File: src/design/cycling_power_crank_reporter_core_macros.svh
// ----------------------------------------------------------------------------
// cycling power crank reporter - assertion macros
// shared property forms for the core's checks
// ----------------------------------------------------------------------------
`ifndef CYCLING_POWER_CRANK_REPORTER_CORE_MACROS_SVH
`define CYCLING_POWER_CRANK_REPORTER_CORE_MACROS_SVH

// expression must never hold outside reset
`define CPCR_ASSERT_NEVER(label, clk, rst, expr, msg) \
  label: assert property (@(posedge clk) disable iff (rst) !(expr)) else $error(msg);

// antecedent implies consequent in the same cycle
`define CPCR_ASSERT_IMPLIES(label, clk, rst, ante, cons, msg) \
  label: assert property (@(posedge clk) disable iff (rst) (ante) |-> (cons)) else $error(msg);

`endif

File: src/design/cpcr_pkg.sv
// ----------------------------------------------------------------------------
// cpcr_pkg
// types and constants shared by the crank reporter front, queue and back
// ----------------------------------------------------------------------------
`default_nettype none

package cpcr_pkg;

  localparam int TICKS_PER_SECOND = 1024;

  localparam logic [9:0]  POWER_LIMIT = 10'd1000;
  localparam logic [15:0] CRANK_FLAGS = 16'h0020;

  // floor(2^20 / 15), used for the 2*cadence/15 step of the increment
  localparam logic [16:0] RECIP_15 = 17'd69905;

  // numerator of the event time advance per whole revolution
  localparam longint TIME_NUM = 64'd60 * TICKS_PER_SECOND * 64'd256;
  localparam int     DIVD_W   = $clog2(3 * TIME_NUM + 1);
  localparam int     DCNT_W   = $clog2(DIVD_W + 1);

  localparam int FIFO_DEPTH = 2;
  localparam int FIFO_AW    = $clog2(FIFO_DEPTH);

  localparam int INC_W = 18;

  typedef struct packed {
    logic [9:0]       power;
    logic [15:0]      cadence;
    logic [INC_W-1:0] inc;
  } item_t;

  typedef struct packed {
    logic full;
    logic empty;
  } fifo_stat_t;

endpackage

`default_nettype wire

File: src/design/cpcr_front.sv
// ----------------------------------------------------------------------------
// cpcr_front
// accepts samples, drops zero cadence, forms power and revolution increment
// ----------------------------------------------------------------------------
`default_nettype none

module cpcr_front (
  input  wire logic                 clk,
  input  wire logic                 rst,
  input  wire logic                 in_valid,
  output logic                      in_stall,
  input  wire logic [15:0]          pendulum_angle,
  input  wire logic [15:0]          cadence,
  input  wire logic [9:0]           extra_power,
  input  wire cpcr_pkg::fifo_stat_t fifo_stat,
  output logic                      push,
  output cpcr_pkg::item_t           push_item
);
  import cpcr_pkg::*;

  logic        s1_valid;
  logic [32:0] prod;
  logic [16:0] dbl;
  logic [13:0] q_est;
  logic [15:0] craw;

  logic [33:0] recip_prod;
  logic        neg;
  logic [32:0] neg_prod;
  logic [31:0] mag;
  logic [32:0] mag_rnd;
  logic [18:0] rnd;
  logic [18:0] ext;
  logic [18:0] psum;
  logic [9:0]  power;
  logic [17:0] rem;
  logic [13:0] q_fix;

  assign recip_prod = 34'({cadence, 1'b0}) * 34'(RECIP_15);

  assign in_stall = s1_valid && fifo_stat.full;
  assign push     = s1_valid && !fifo_stat.full;

  always_ff @(posedge clk) begin
    if (rst) begin
      s1_valid <= 1'b0;
    end else if (!in_stall) begin
      s1_valid <= in_valid && (cadence != 16'd0);
    end
  end

  always_ff @(posedge clk) begin
    if (!in_stall && in_valid) begin
      prod  <= $signed(pendulum_angle) * $signed({1'b0, cadence});
      dbl   <= {cadence, 1'b0};
      q_est <= recip_prod[33:20];
      craw  <= cadence;
    end
  end

  // round halves away from zero, add extra power, clamp
  always_comb begin
    neg      = prod[32];
    neg_prod = -prod;
    mag      = neg ? neg_prod[31:0] : prod[31:0];
    mag_rnd  = {1'b0, mag} + 33'd32768;
    rnd      = {2'b00, mag_rnd[32:16]};
    ext      = {9'd0, extra_power};
    psum     = neg ? (ext - rnd) : (ext + rnd);
    if (psum[18]) begin
      power = 10'd0;
    end else if (psum > {9'd0, POWER_LIMIT}) begin
      power = POWER_LIMIT;
    end else begin
      power = psum[9:0];
    end
  end

  // floor(cadence*256/120) = 2*cadence + floor(2*cadence/15)
  always_comb begin
    rem   = {1'b0, dbl} - ({q_est, 4'd0} - {4'd0, q_est});
    q_fix = (rem >= 18'd15) ? (q_est + 14'd1) : q_est;
  end

  always_comb begin
    push_item.power   = power;
    push_item.cadence = craw;
    push_item.inc     = {1'b0, dbl} + {4'd0, q_fix};
  end

endmodule

`default_nettype wire

File: src/design/cpcr_fifo.sv
// ----------------------------------------------------------------------------
// cpcr_fifo
// short queue between the front and the back
// ----------------------------------------------------------------------------
`default_nettype none

module cpcr_fifo (
  input  wire logic                 clk,
  input  wire logic                 rst,
  input  wire logic                 push,
  input  wire cpcr_pkg::item_t      push_item,
  input  wire logic                 pop,
  output cpcr_pkg::item_t           pop_item,
  output cpcr_pkg::fifo_stat_t      fifo_stat
);
  import cpcr_pkg::*;

  item_t              mem [FIFO_DEPTH];
  logic [FIFO_AW-1:0] wr_ptr;
  logic [FIFO_AW-1:0] rd_ptr;
  logic [FIFO_AW:0]   count;

  assign fifo_stat.full  = (count == (FIFO_AW+1)'(FIFO_DEPTH));
  assign fifo_stat.empty = (count == '0);
  assign pop_item        = mem[rd_ptr];

  always_ff @(posedge clk) begin
    if (push) begin
      mem[wr_ptr] <= push_item;
    end
  end

  always_ff @(posedge clk) begin
    if (rst) begin
      wr_ptr <= '0;
      rd_ptr <= '0;
      count  <= '0;
    end else begin
      if (push) begin
        wr_ptr <= wr_ptr + 1'b1;
      end
      if (pop) begin
        rd_ptr <= rd_ptr + 1'b1;
      end
      case ({push, pop})
        2'b10:   count <= count + 1'b1;
        2'b01:   count <= count - 1'b1;
        default: count <= count;
      endcase
    end
  end

endmodule

`default_nettype wire

File: src/design/cpcr_back.sv
// ----------------------------------------------------------------------------
// cpcr_back
// revolution bookkeeping, serial event time divider and result register
// ----------------------------------------------------------------------------
`default_nettype none

module cpcr_back (
  input  wire logic                 clk,
  input  wire logic                 rst,
  input  wire cpcr_pkg::item_t      pop_item,
  input  wire cpcr_pkg::fifo_stat_t fifo_stat,
  output logic                      pop,
  output logic                      out_valid,
  input  wire logic                 out_stall,
  output logic [9:0]                power_watts,
  output logic [15:0]               crank_revolutions,
  output logic [15:0]               crank_event_time
);
  import cpcr_pkg::*;

  localparam logic [1:0] ST_IDLE = 2'd0;
  localparam logic [1:0] ST_DIV  = 2'd1;
  localparam logic [1:0] ST_FIN  = 2'd2;

  logic [1:0]        state;
  logic [15:0]       residue;
  logic [15:0]       rev_count;
  logic [15:0]       event_time;
  logic [DIVD_W-1:0] divd;
  logic [15:0]       rem;
  logic [15:0]       quo;
  logic [DCNT_W-1:0] cnt;
  logic [15:0]       craw;
  logic [9:0]        power_r;
  logic [15:0]       rev_r;

  logic [INC_W-1:0]  sum;
  logic [1:0]        whole;
  logic [16:0]       trial;
  logic              fits;
  logic              out_free;

  assign pop      = (state == ST_IDLE) && !fifo_stat.empty;
  assign sum      = {2'b00, residue} + pop_item.inc;
  assign whole    = sum[INC_W-1:16];
  assign trial    = {rem, divd[DIVD_W-1]};
  assign fits     = trial >= {1'b0, craw};
  assign out_free = !out_valid || !out_stall;

  always_ff @(posedge clk) begin
    if (rst) begin
      state      <= ST_IDLE;
      residue    <= '0;
      rev_count  <= '0;
      event_time <= '0;
      out_valid  <= 1'b0;
    end else begin
      if (out_valid && !out_stall && (state != ST_FIN)) begin
        out_valid <= 1'b0;
      end
      case (state)
        ST_IDLE: begin
          if (pop) begin
            residue   <= sum[15:0];
            rev_count <= rev_count + {14'd0, whole};
            state     <= ST_DIV;
          end
        end
        ST_DIV: begin
          if (cnt == DCNT_W'(DIVD_W - 1)) begin
            state <= ST_FIN;
          end
        end
        ST_FIN: begin
          if (out_free) begin
            event_time <= event_time + quo;
            out_valid  <= 1'b1;
            state      <= ST_IDLE;
          end
        end
        default: state <= ST_IDLE;
      endcase
    end
  end

  always_ff @(posedge clk) begin
    case (state)
      ST_IDLE: begin
        if (pop) begin
          divd    <= DIVD_W'(whole) * DIVD_W'(TIME_NUM);
          rem     <= '0;
          quo     <= '0;
          cnt     <= '0;
          craw    <= pop_item.cadence;
          power_r <= pop_item.power;
          rev_r   <= rev_count + {14'd0, whole};
        end
      end
      ST_DIV: begin
        rem  <= fits ? (trial[15:0] - craw) : trial[15:0];
        quo  <= {quo[14:0], fits};
        divd <= {divd[DIVD_W-2:0], 1'b0};
        cnt  <= cnt + 1'b1;
      end
      ST_FIN: begin
        if (out_free) begin
          power_watts       <= power_r;
          crank_revolutions <= rev_r;
          crank_event_time  <= event_time + quo;
        end
      end
      default: begin
        cnt <= '0;
      end
    endcase
  end

endmodule

`default_nettype wire

File: src/design/cycling_power_crank_reporter_core.sv
// ----------------------------------------------------------------------------
// cycling power crank reporter core
// per-sample power, cumulative crank revolutions and crank event time
// ----------------------------------------------------------------------------
// usage:
//   input channel: in_valid/in_stall with pendulum_angle (signed q8.8) and
//   cadence (unsigned q8.8). a request with zero cadence is taken and dropped.
//   output channel: out_valid/out_stall with power_watts, crank_revolutions,
//   crank_event_time and measurement_flags; one result per nonzero cadence.
//   cfg_wr_en/cfg_wr_data write extra_power; write only while idle.
//   path: front register, queue, then the back's divide and finish states.
//   the serial event time divider in the back part takes a new request only
//   when idle (one quotient bit per cycle, DIVD_W bits).
//   the front and a two-entry queue keep taking requests while the back works.
//   reset (rst, synchronous) clears extra_power, counters, residue, event time
//   and all valid state.
//   when the receiver stalls the result holds; the back finishes its divide
//   and waits, then the queue fills and in_stall rises.
// ----------------------------------------------------------------------------
`default_nettype none

`include "cycling_power_crank_reporter_core_macros.svh"

module cycling_power_crank_reporter_core (
  input  wire logic        clk,
  input  wire logic        rst,
  input  wire logic        cfg_wr_en,
  input  wire logic [9:0]  cfg_wr_data,
  input  wire logic        in_valid,
  output logic             in_stall,
  input  wire logic [15:0] pendulum_angle,
  input  wire logic [15:0] cadence,
  output logic             out_valid,
  input  wire logic        out_stall,
  output logic [9:0]       power_watts,
  output logic [15:0]      crank_revolutions,
  output logic [15:0]      crank_event_time,
  output logic [15:0]      measurement_flags
);
  import cpcr_pkg::*;

  logic       [9:0] extra_power;
  logic             push;
  logic             pop;
  item_t            push_item;
  item_t            pop_item;
  fifo_stat_t       fifo_stat;

  always_ff @(posedge clk) begin
    if (rst) begin
      extra_power <= '0;
    end else if (cfg_wr_en) begin
      extra_power <= cfg_wr_data;
    end
  end

  assign measurement_flags = CRANK_FLAGS;

  cpcr_front u_front (
    .clk            (clk),
    .rst            (rst),
    .in_valid       (in_valid),
    .in_stall       (in_stall),
    .pendulum_angle (pendulum_angle),
    .cadence        (cadence),
    .extra_power    (extra_power),
    .fifo_stat      (fifo_stat),
    .push           (push),
    .push_item      (push_item)
  );

  cpcr_fifo u_fifo (
    .clk       (clk),
    .rst       (rst),
    .push      (push),
    .push_item (push_item),
    .pop       (pop),
    .pop_item  (pop_item),
    .fifo_stat (fifo_stat)
  );

  cpcr_back u_back (
    .clk               (clk),
    .rst               (rst),
    .pop_item          (pop_item),
    .fifo_stat         (fifo_stat),
    .pop               (pop),
    .out_valid         (out_valid),
    .out_stall         (out_stall),
    .power_watts       (power_watts),
    .crank_revolutions (crank_revolutions),
    .crank_event_time  (crank_event_time)
  );

  `CPCR_ASSERT_NEVER(a_no_push_full, clk, rst, push && fifo_stat.full, "push into full queue")
  `CPCR_ASSERT_NEVER(a_no_pop_empty, clk, rst, pop && fifo_stat.empty, "pop from empty queue")
  `CPCR_ASSERT_IMPLIES(a_power_limit, clk, rst, out_valid, power_watts <= POWER_LIMIT, "power over limit")

endmodule

`default_nettype wire
File: config.mk
export PLATFORM = sky130hd
export DESIGN_NAME = cycling_power_crank_reporter_core
export DESIGN_NICKNAME = d
export VERILOG_FILES = /design/src/design/cpcr_pkg.sv /design/src/design/cpcr_front.sv /design/src/design/cpcr_fifo.sv /design/src/design/cpcr_back.sv /design/src/design/cycling_power_crank_reporter_core.sv
export VERILOG_INCLUDE_DIRS = /design/src /design/src/design
export SDC_FILE = /design/constraint.sdc
export NUM_CORES = 1
export LEC_CHECK = 0
export ABC_AREA = 1
export BUFFER_PORTS_ARGS = -buffer_cell sky130_fd_sc_hd__buf_4
export CAP_MARGIN = 20
export CORE_UTILIZATION = 69
export DETAILED_ROUTE_END_ITERATION = 16
export PLACE_DENSITY = 0.95
export SYNTH_ARGS = -nofsm -noshare
export SYNTH_HDL_FRONTEND = slang
export SYNTH_SLANG_ARGS = --single-unit
File: constraint.sdc
create_clock -name clk -period 9.4 [get_ports clk]
set_clock_uncertainty 0.1 [all_clocks]
set_input_delay 0.94 -clock clk [delete_from_list [all_inputs] [get_ports clk]]
set_output_delay 0.94 -clock clk [all_outputs]
set_load 0.005 [all_outputs]
==> impl_metrics.json, run 1 <==
{
  "synth.top_cell.area_share_pct": 27.6,
  "power_frac_clock_pct": 11.9,
  "p_seq_share_pct": 23.5,
  "p_total_mw": 12.3,
  "path_class": "reg -> reg",
  "netSwitchingFraction_pct": 48.5,
  "dpl_cell_area_sq_um": 31200,
  "die_w_um": 211,
  "grt_overflow": 0,
  "dieArea_sq_um": 44600,
  "cp-start-kind": "register",
  "core-area_sq_um": 43100,
  "clk_path_buf_depth": 3,
  "synth_area_leaders": "edfxtp_1, fa_1, ha_1",
  "cpMaxStageDelayCell": "nand2_1",
  "p_per_area_nw_per_um2": 378,
  "hp-class": "reg -> reg",
  "max_slew_margin_pct": 37.0,
  "drt_iter0_drc": 2522,
  "fin_tns_setup_ps": 0,
  "period_share_pct": 76.0,
  "viasPerCell": 5.91,
  "yosysMostFrequentCell": "inv_1",
  "area_growth_pct": 7.43,
  "grt_first_pass_wirelength_mm": 120,
  "wirelength_mm": 73.8,
  "cts_tree": "yes",
  "outcome": "complete, no violations",
  "fin_crit_ps": 7150,
  "switchingPower_mw": 5.94,
  "die_y_um": 211,
  "cts_root_buf": "clkbuf_16",
  "vdd_drop_max_uv": 441,
  "drc": 0,
  "holdWs_ps": 311,
  "async_flop_share_pct": 0,
  "final_area_sq_um": 32400,
  "max_freq_mhz": 140,
  "drv_slew": 0,
  "grt_max_degree": 74,
  "dpl.hpwl_mm": 51.0,
  "syn_avg_cell_area_sq_um": 8.86,
  "path_common_cell": "nand2_1",
  "synth_cells": 3409,
  "fp-row-count": 76,
  "hold_violations": 0,
  "crit_fanout": 15,
  "initial_core_util_pct": 70.1,
  "clk_latency_ps": 550,
  "synthTopCellsByCount": "inv_1, nand2_1, ha_1, edfxtp_1, fa_1",
  "routedWlPerCell_um": 18.2,
  "antenna_found_initial": 0,
  "crit_path_end_kind": "register",
  "vias": 23945,
  "crit_path_max_incr_delay_ps": 580,
  "yosysUniqueCellTypes": 57,
  "top_regs": "u_fifo.mem x88, u_front.prod x33",
  "cts.repair.resized": 0,
  "leakagePower_nw": 16.6,
  "ys.flop_type": "edfxtp_1",
  "p_int_mw": 6.31,
  "syn_area_sq_um": 30200,
  "setup_viol": 0,
  "tightest_slew_ps": 942,
  "cts_buffers": 35,
  "synth_area_leader_cell": "edfxtp_1",
  "synth-edff-count": 278,
  "ant_nets": 0,
  "holdBufCountCts": 0,
  "max-cap-violations": 0,
  "clkTransAtPathRegs_ps": 70,
  "pwr-share-comb_pct": 64.7,
  "required_ps": 9590,
  "first_pass_iters": 8,
  "synth_warnings": 0,
  "synth-seq-area-share_pct": 32.1,
  "num_io_pins": 107,
  "layout-drive-gt1-share_pct": 8.77,
  "gp_congestion": 0.974,
  "postCtsSetupBuffers": 0,
  "fin_cells": 4054,
  "ys_ff_latch": 345,
  "post-place-cells": 3989,
  "cts_num_sinks": 345,
  "cp_data_arrival_time_ps": 7330,
  "top_register": "u_fifo.mem",
  "grt_pass1_vias": 24989,
  "nNetsFinal": 4033,
  "grt_usage_pct": 34.0,
  "port_buffers": 90,
  "grt_setup_unrepaired": "false",
  "largest_reg_flops": 88,
  "htree_num_levels": 2
}
## layout make-up
type	instances	area, sq um
Multi-Input combinational cell	2228	17300
Fill cell	2476	10600
Sequential cell	345	9690
Inverter	733	2750
Clock buffer	41	951
Timing Repair Buffer	99	763
Tap cell	585	732
Clock inverter	22	233
Antenna cell	1	2.50
## critical path: cells and delay by family, from the launching register on
kind / cells / cell delay [ps]
and+or+nand+nor: 19 / 3110
adders and majority gates: 3 / 1170
xor gates and xnor gates: 1 / 220
buffers and inverters: 6 / 400
AOI/OAI and AO/OA: 9 / 1400
DFF: 1 / 500
## cell usage in the layout (no fill, tap or decap), types with 9 or more instances in the layout
cell / Yosys / final
xnor2_1: 38 / 38
nor2_1: 229 / 225
a31oi_1: 17 / 17
clkinv_2: 0 / 9
a211oi_1: 11 / 11
mux2_2: 41 / 41
nor2_2: 19 / 19
clkbuf_16: 0 / 37
o21ai_1: 14 / 14
nor2_4: 7 / 11
inv_2: 11 / 12
buf_4: 19 / 98
nor3_1: 28 / 28
nand2_2: 26 / 26
fa_1: 230 / 230
nand4_1: 25 / 25
dfxtp_1: 67 / 66
ha_1: 314 / 314
a21o_1: 9 / 9
o21ai_0: 125 / 125
xor2_1: 114 / 114
edfxtp_1: 278 / 278
nand2_1: 597 / 597
a21oi_1: 162 / 162
inv_1: 720 / 719
or2_2: 14 / 14
o21bai_1: 14 / 14
nand3_1: 106 / 106
conb_1: 2 / 16
## power groups by stage
stage,logic [mW],clock network (mW),registers [mW]
CTS,7.73,1.45,2.86
global placement,7.06,0,2.84
detailed placement,7.48,0,2.87
finish,7.92,1.46,2.87
global route,8.89,1.52,2.91
floorplan,5.70,0,2.79
## logic make-up after synthesis
kind of cell / share of synthesized area (%)
other cells: 0.0249
buf+inv: 10.8
flops: 32.1
xor+xnor: 4.41
mux: 1.56
simple gates: 15.7
fa+ha+maj: 28.3
compound gates: 7.14
## per-layer routing
metal	wire [um]	share of wire, %	vias to the layer above	GRT usage, %
met3	6340	8.6	471	5.56
met4	5500	7.5	0	22.9
met1	25300	34	11177	38.0
li1	-	-	10830	-
met2	36700	50	1467	59.8
met5	0	0	-	0
## per-stage QoR
stage                     utilization (%)  worst slack (ps)
after detailed placement             72.5              2480
after CTS                            75.2              2480
after global placement               72.5              2650
after global routing                 75.3              1660
final                                75.3              2250
after floorplan                         -              2730
## final timing paths
kind | from | to | slack, ps | cells past startpoint
setup / recovery | u_front.q_est[4] | u_fifo.mem[0][16] | 2250 | 38
hold / removal | u_back.rev_r[11] | u_back.crank_revolutions[11] | 310 | 0
setup reg to reg | u_front.q_est[4] | u_fifo.mem[0][16] | 2250 | 38
hold reg to reg | u_back.rev_r[11] | u_back.crank_revolutions[11] | 310 | 0
(Power assumes the default switching activity.)
==> run 2: changes to the inputs <==
- CORE_UTILIZATION: 69 -> 58
- PLACE_DENSITY: 0.95 -> 0.88
- clock period: 9.4 -> 6.55 ns (I/O delays scaled with it)
==> impl_metrics.json, run 2 (synthesis results as in run 1) <==
{
  "cts_buffers": 36,
  "clk_path_buf_depth": 3,
  "die_w_um": 230,
  "die_y_um": 230,
  "hp-class": "in -> reg",
  "gp_congestion": 0.936,
  "cpMaxStageDelayCell": "edfxtp_1",
  "top_register": "u_fifo.mem",
  "nNetsFinal": 4064,
  "max_freq_mhz": 157,
  "drv_slew": 0,
  "clkTransAtPathRegs_ps": 60,
  "vdd_drop_max_uv": 730,
  "drt_iter0_drc": 1899,
  "grt_pass1_vias": 23382,
  "timing.rr.start": "u_front.q_est[3]",
  "p_per_area_nw_per_um2": 528,
  "setup_ws_ps": 181,
  "dieArea_sq_um": 53000,
  "period_share_pct": 97.2,
  "ff2ff_path_depth": 33,
  "fin_crit_ps": 6370,
  "holdCritStartpoint": "cfg_wr_data[2]",
  "port_buffers": 90,
  "fin_tns_setup_ps": 0,
  "path_common_cell": "nand2_1",
  "dp_slack_ps": 28.4,
  "clk_latency_ps": 560,
  "p_total_mw": 17.3,
  "layout-drive-gt1-share_pct": 9.54,
  "outcome": "complete, no violations",
  "cts_tree": "yes",
  "fp-row-count": 83,
  "vias": 23022,
  "drc": 0,
  "grt_max_degree": 75,
  "cp-start-kind": "register",
  "path_class": "reg -> reg",
  "max_slew_margin_pct": 36.3,
  "cp_data_arrival_time_ps": 6550,
  "insertedDiodeCount": 0,
  "rrSetupSlack_ps": 180,
  "dpl.hpwl_mm": 51.6,
  "crit_path_end_kind": "register",
  "final_common_cell": "inv_1",
  "leakagePower_nw": 16.7,
  "grt_first_pass_wirelength_mm": 112,
  "required_ps": 6730,
  "viasPerCell": 5.51,
  "final_cell_mix": "inv_1, nand2_1, ha_1, edfxtp_1, fa_1",
  "wirelength_mm": 68.8,
  "fillers": 3800,
  "first_pass_iters": 12,
  "multi_input_area_sq_um": 17300,
  "routedWlPerCell_um": 16.5,
  "area_growth_pct": 8.67,
  "endpoint": "u_fifo.mem[1][15]",
  "reg2reg_to": "u_fifo.mem[1][15]",
  "cts_num_sinks": 345,
  "grt_overflow": 0,
  "num_io_pins": 107,
  "ant_nets": 0,
  "core-area_sq_um": 51400,
  "tightest_slew_ps": 954,
  "crit_path_max_incr_delay_ps": 510,
  "htree_num_levels": 2,
  "seq_area_sq_um": 9690,
  "antenna_found_initial": 1,
  "setup.worst_path.start": "u_front.q_est[3]",
  "cts_root_buf": "clkbuf_16",
  "largest_reg_flops": 88,
  "top_regs": "u_fifo.mem x88, u_front.prod x33",
  "holdBufCountCts": 0,
  "hold_violations": 0,
  "grt_usage_pct": 26.2,
  "initial_core_util_pct": 58.7,
  "crit_fanout": 14,
  "setup_viol": 0,
  "max-cap-violations": 0
}
## run 2: changes by cell type in the layout (fill, tap and decap cells not counted), moves of 3 or more
cell | previous run | this run
clkinv_1 | 3 | 8
buf_4 | 98 | 128
clkbuf_1 | 3 | 7
clkinvlp_4 | 5 | 2
clkinv_2 | 9 | 5
o21ai_0 | 125 | 122
## run 2: final cells by class
class / instances / area share [%]
clock buffers: 43 / 2.83
inverters: 733 / 8.40
flip-flops and latches: 345 / 29.5
multi-input cells: 2228 / 52.8
well taps: 680 / 2.59
clock inverters: 23 / 0.827
repair buffers: 129 / 2.97
## run 2: how the worst min path moves through the flow
stage                                  endpoint  slack (ps)  cells after the start
floorplan           u_back.crank_revolutions[0]         300                      0
global placement    u_back.crank_revolutions[7]         300                      0
detailed placement  u_back.crank_revolutions[4]         300                      0
CTS                              extra_power[2]         210                      3
global route                     extra_power[3]         250                      3
finish                           extra_power[2]         230                      3
## run 2: what timing repair did
item	in CTS	in global routing
resized for setup	0	10
setup buffers	0	10
setup endpoints to repair	0	12
## run 2: report_power, final
group | internal, mW | switching, mW
logic | 4.24 | 6.87
clock network | 1.22 | 0.872
registers | 3.69 | 0.421
total | 9.16 | 8.16
## run 2: worst max-delay path: cells and delay by family, from the launching register on
family	cells	cell delay, ps
DFF	1	510
and+or+nand+nor	14	1600
adders and majority gates	4	1340
buffers and inverters	4	580
xor gates and xnor gates	2	310
AOI/OAI and AO/OA	9	1630
## run 2: routing by layer
layer | wire, um | up-vias | part of all wire, % | track usage, %
li1 | - | 10888 | - | -
met1 | 25700 | 10885 | 37 | 29.7
met2 | 34600 | 973 | 50 | 47.3
met3 | 4640 | 274 | 6.7 | 3.71
met4 | 3850 | 2 | 5.6 | 14.2
met5 | 13 | - | 0.019 | 0
## run 2: through the flow
| stage | std cells | utilization [%] | hold slack [ps] | area (sq um) |
|---|---|---|---|---|
| after global routing | 4181 | 63.8 | 248 | 32800 |
| after global placement | 4104 | 61.3 | 300 | 31500 |
| after detailed placement | 4104 | 61.3 | 305 | 31500 |
| after floorplan | 3423 | - | 300 | 30200 |
| final | 4181 | 63.8 | 233 | 32800 |
| after CTS | 4170 | 63.6 | 214 | 32700 |
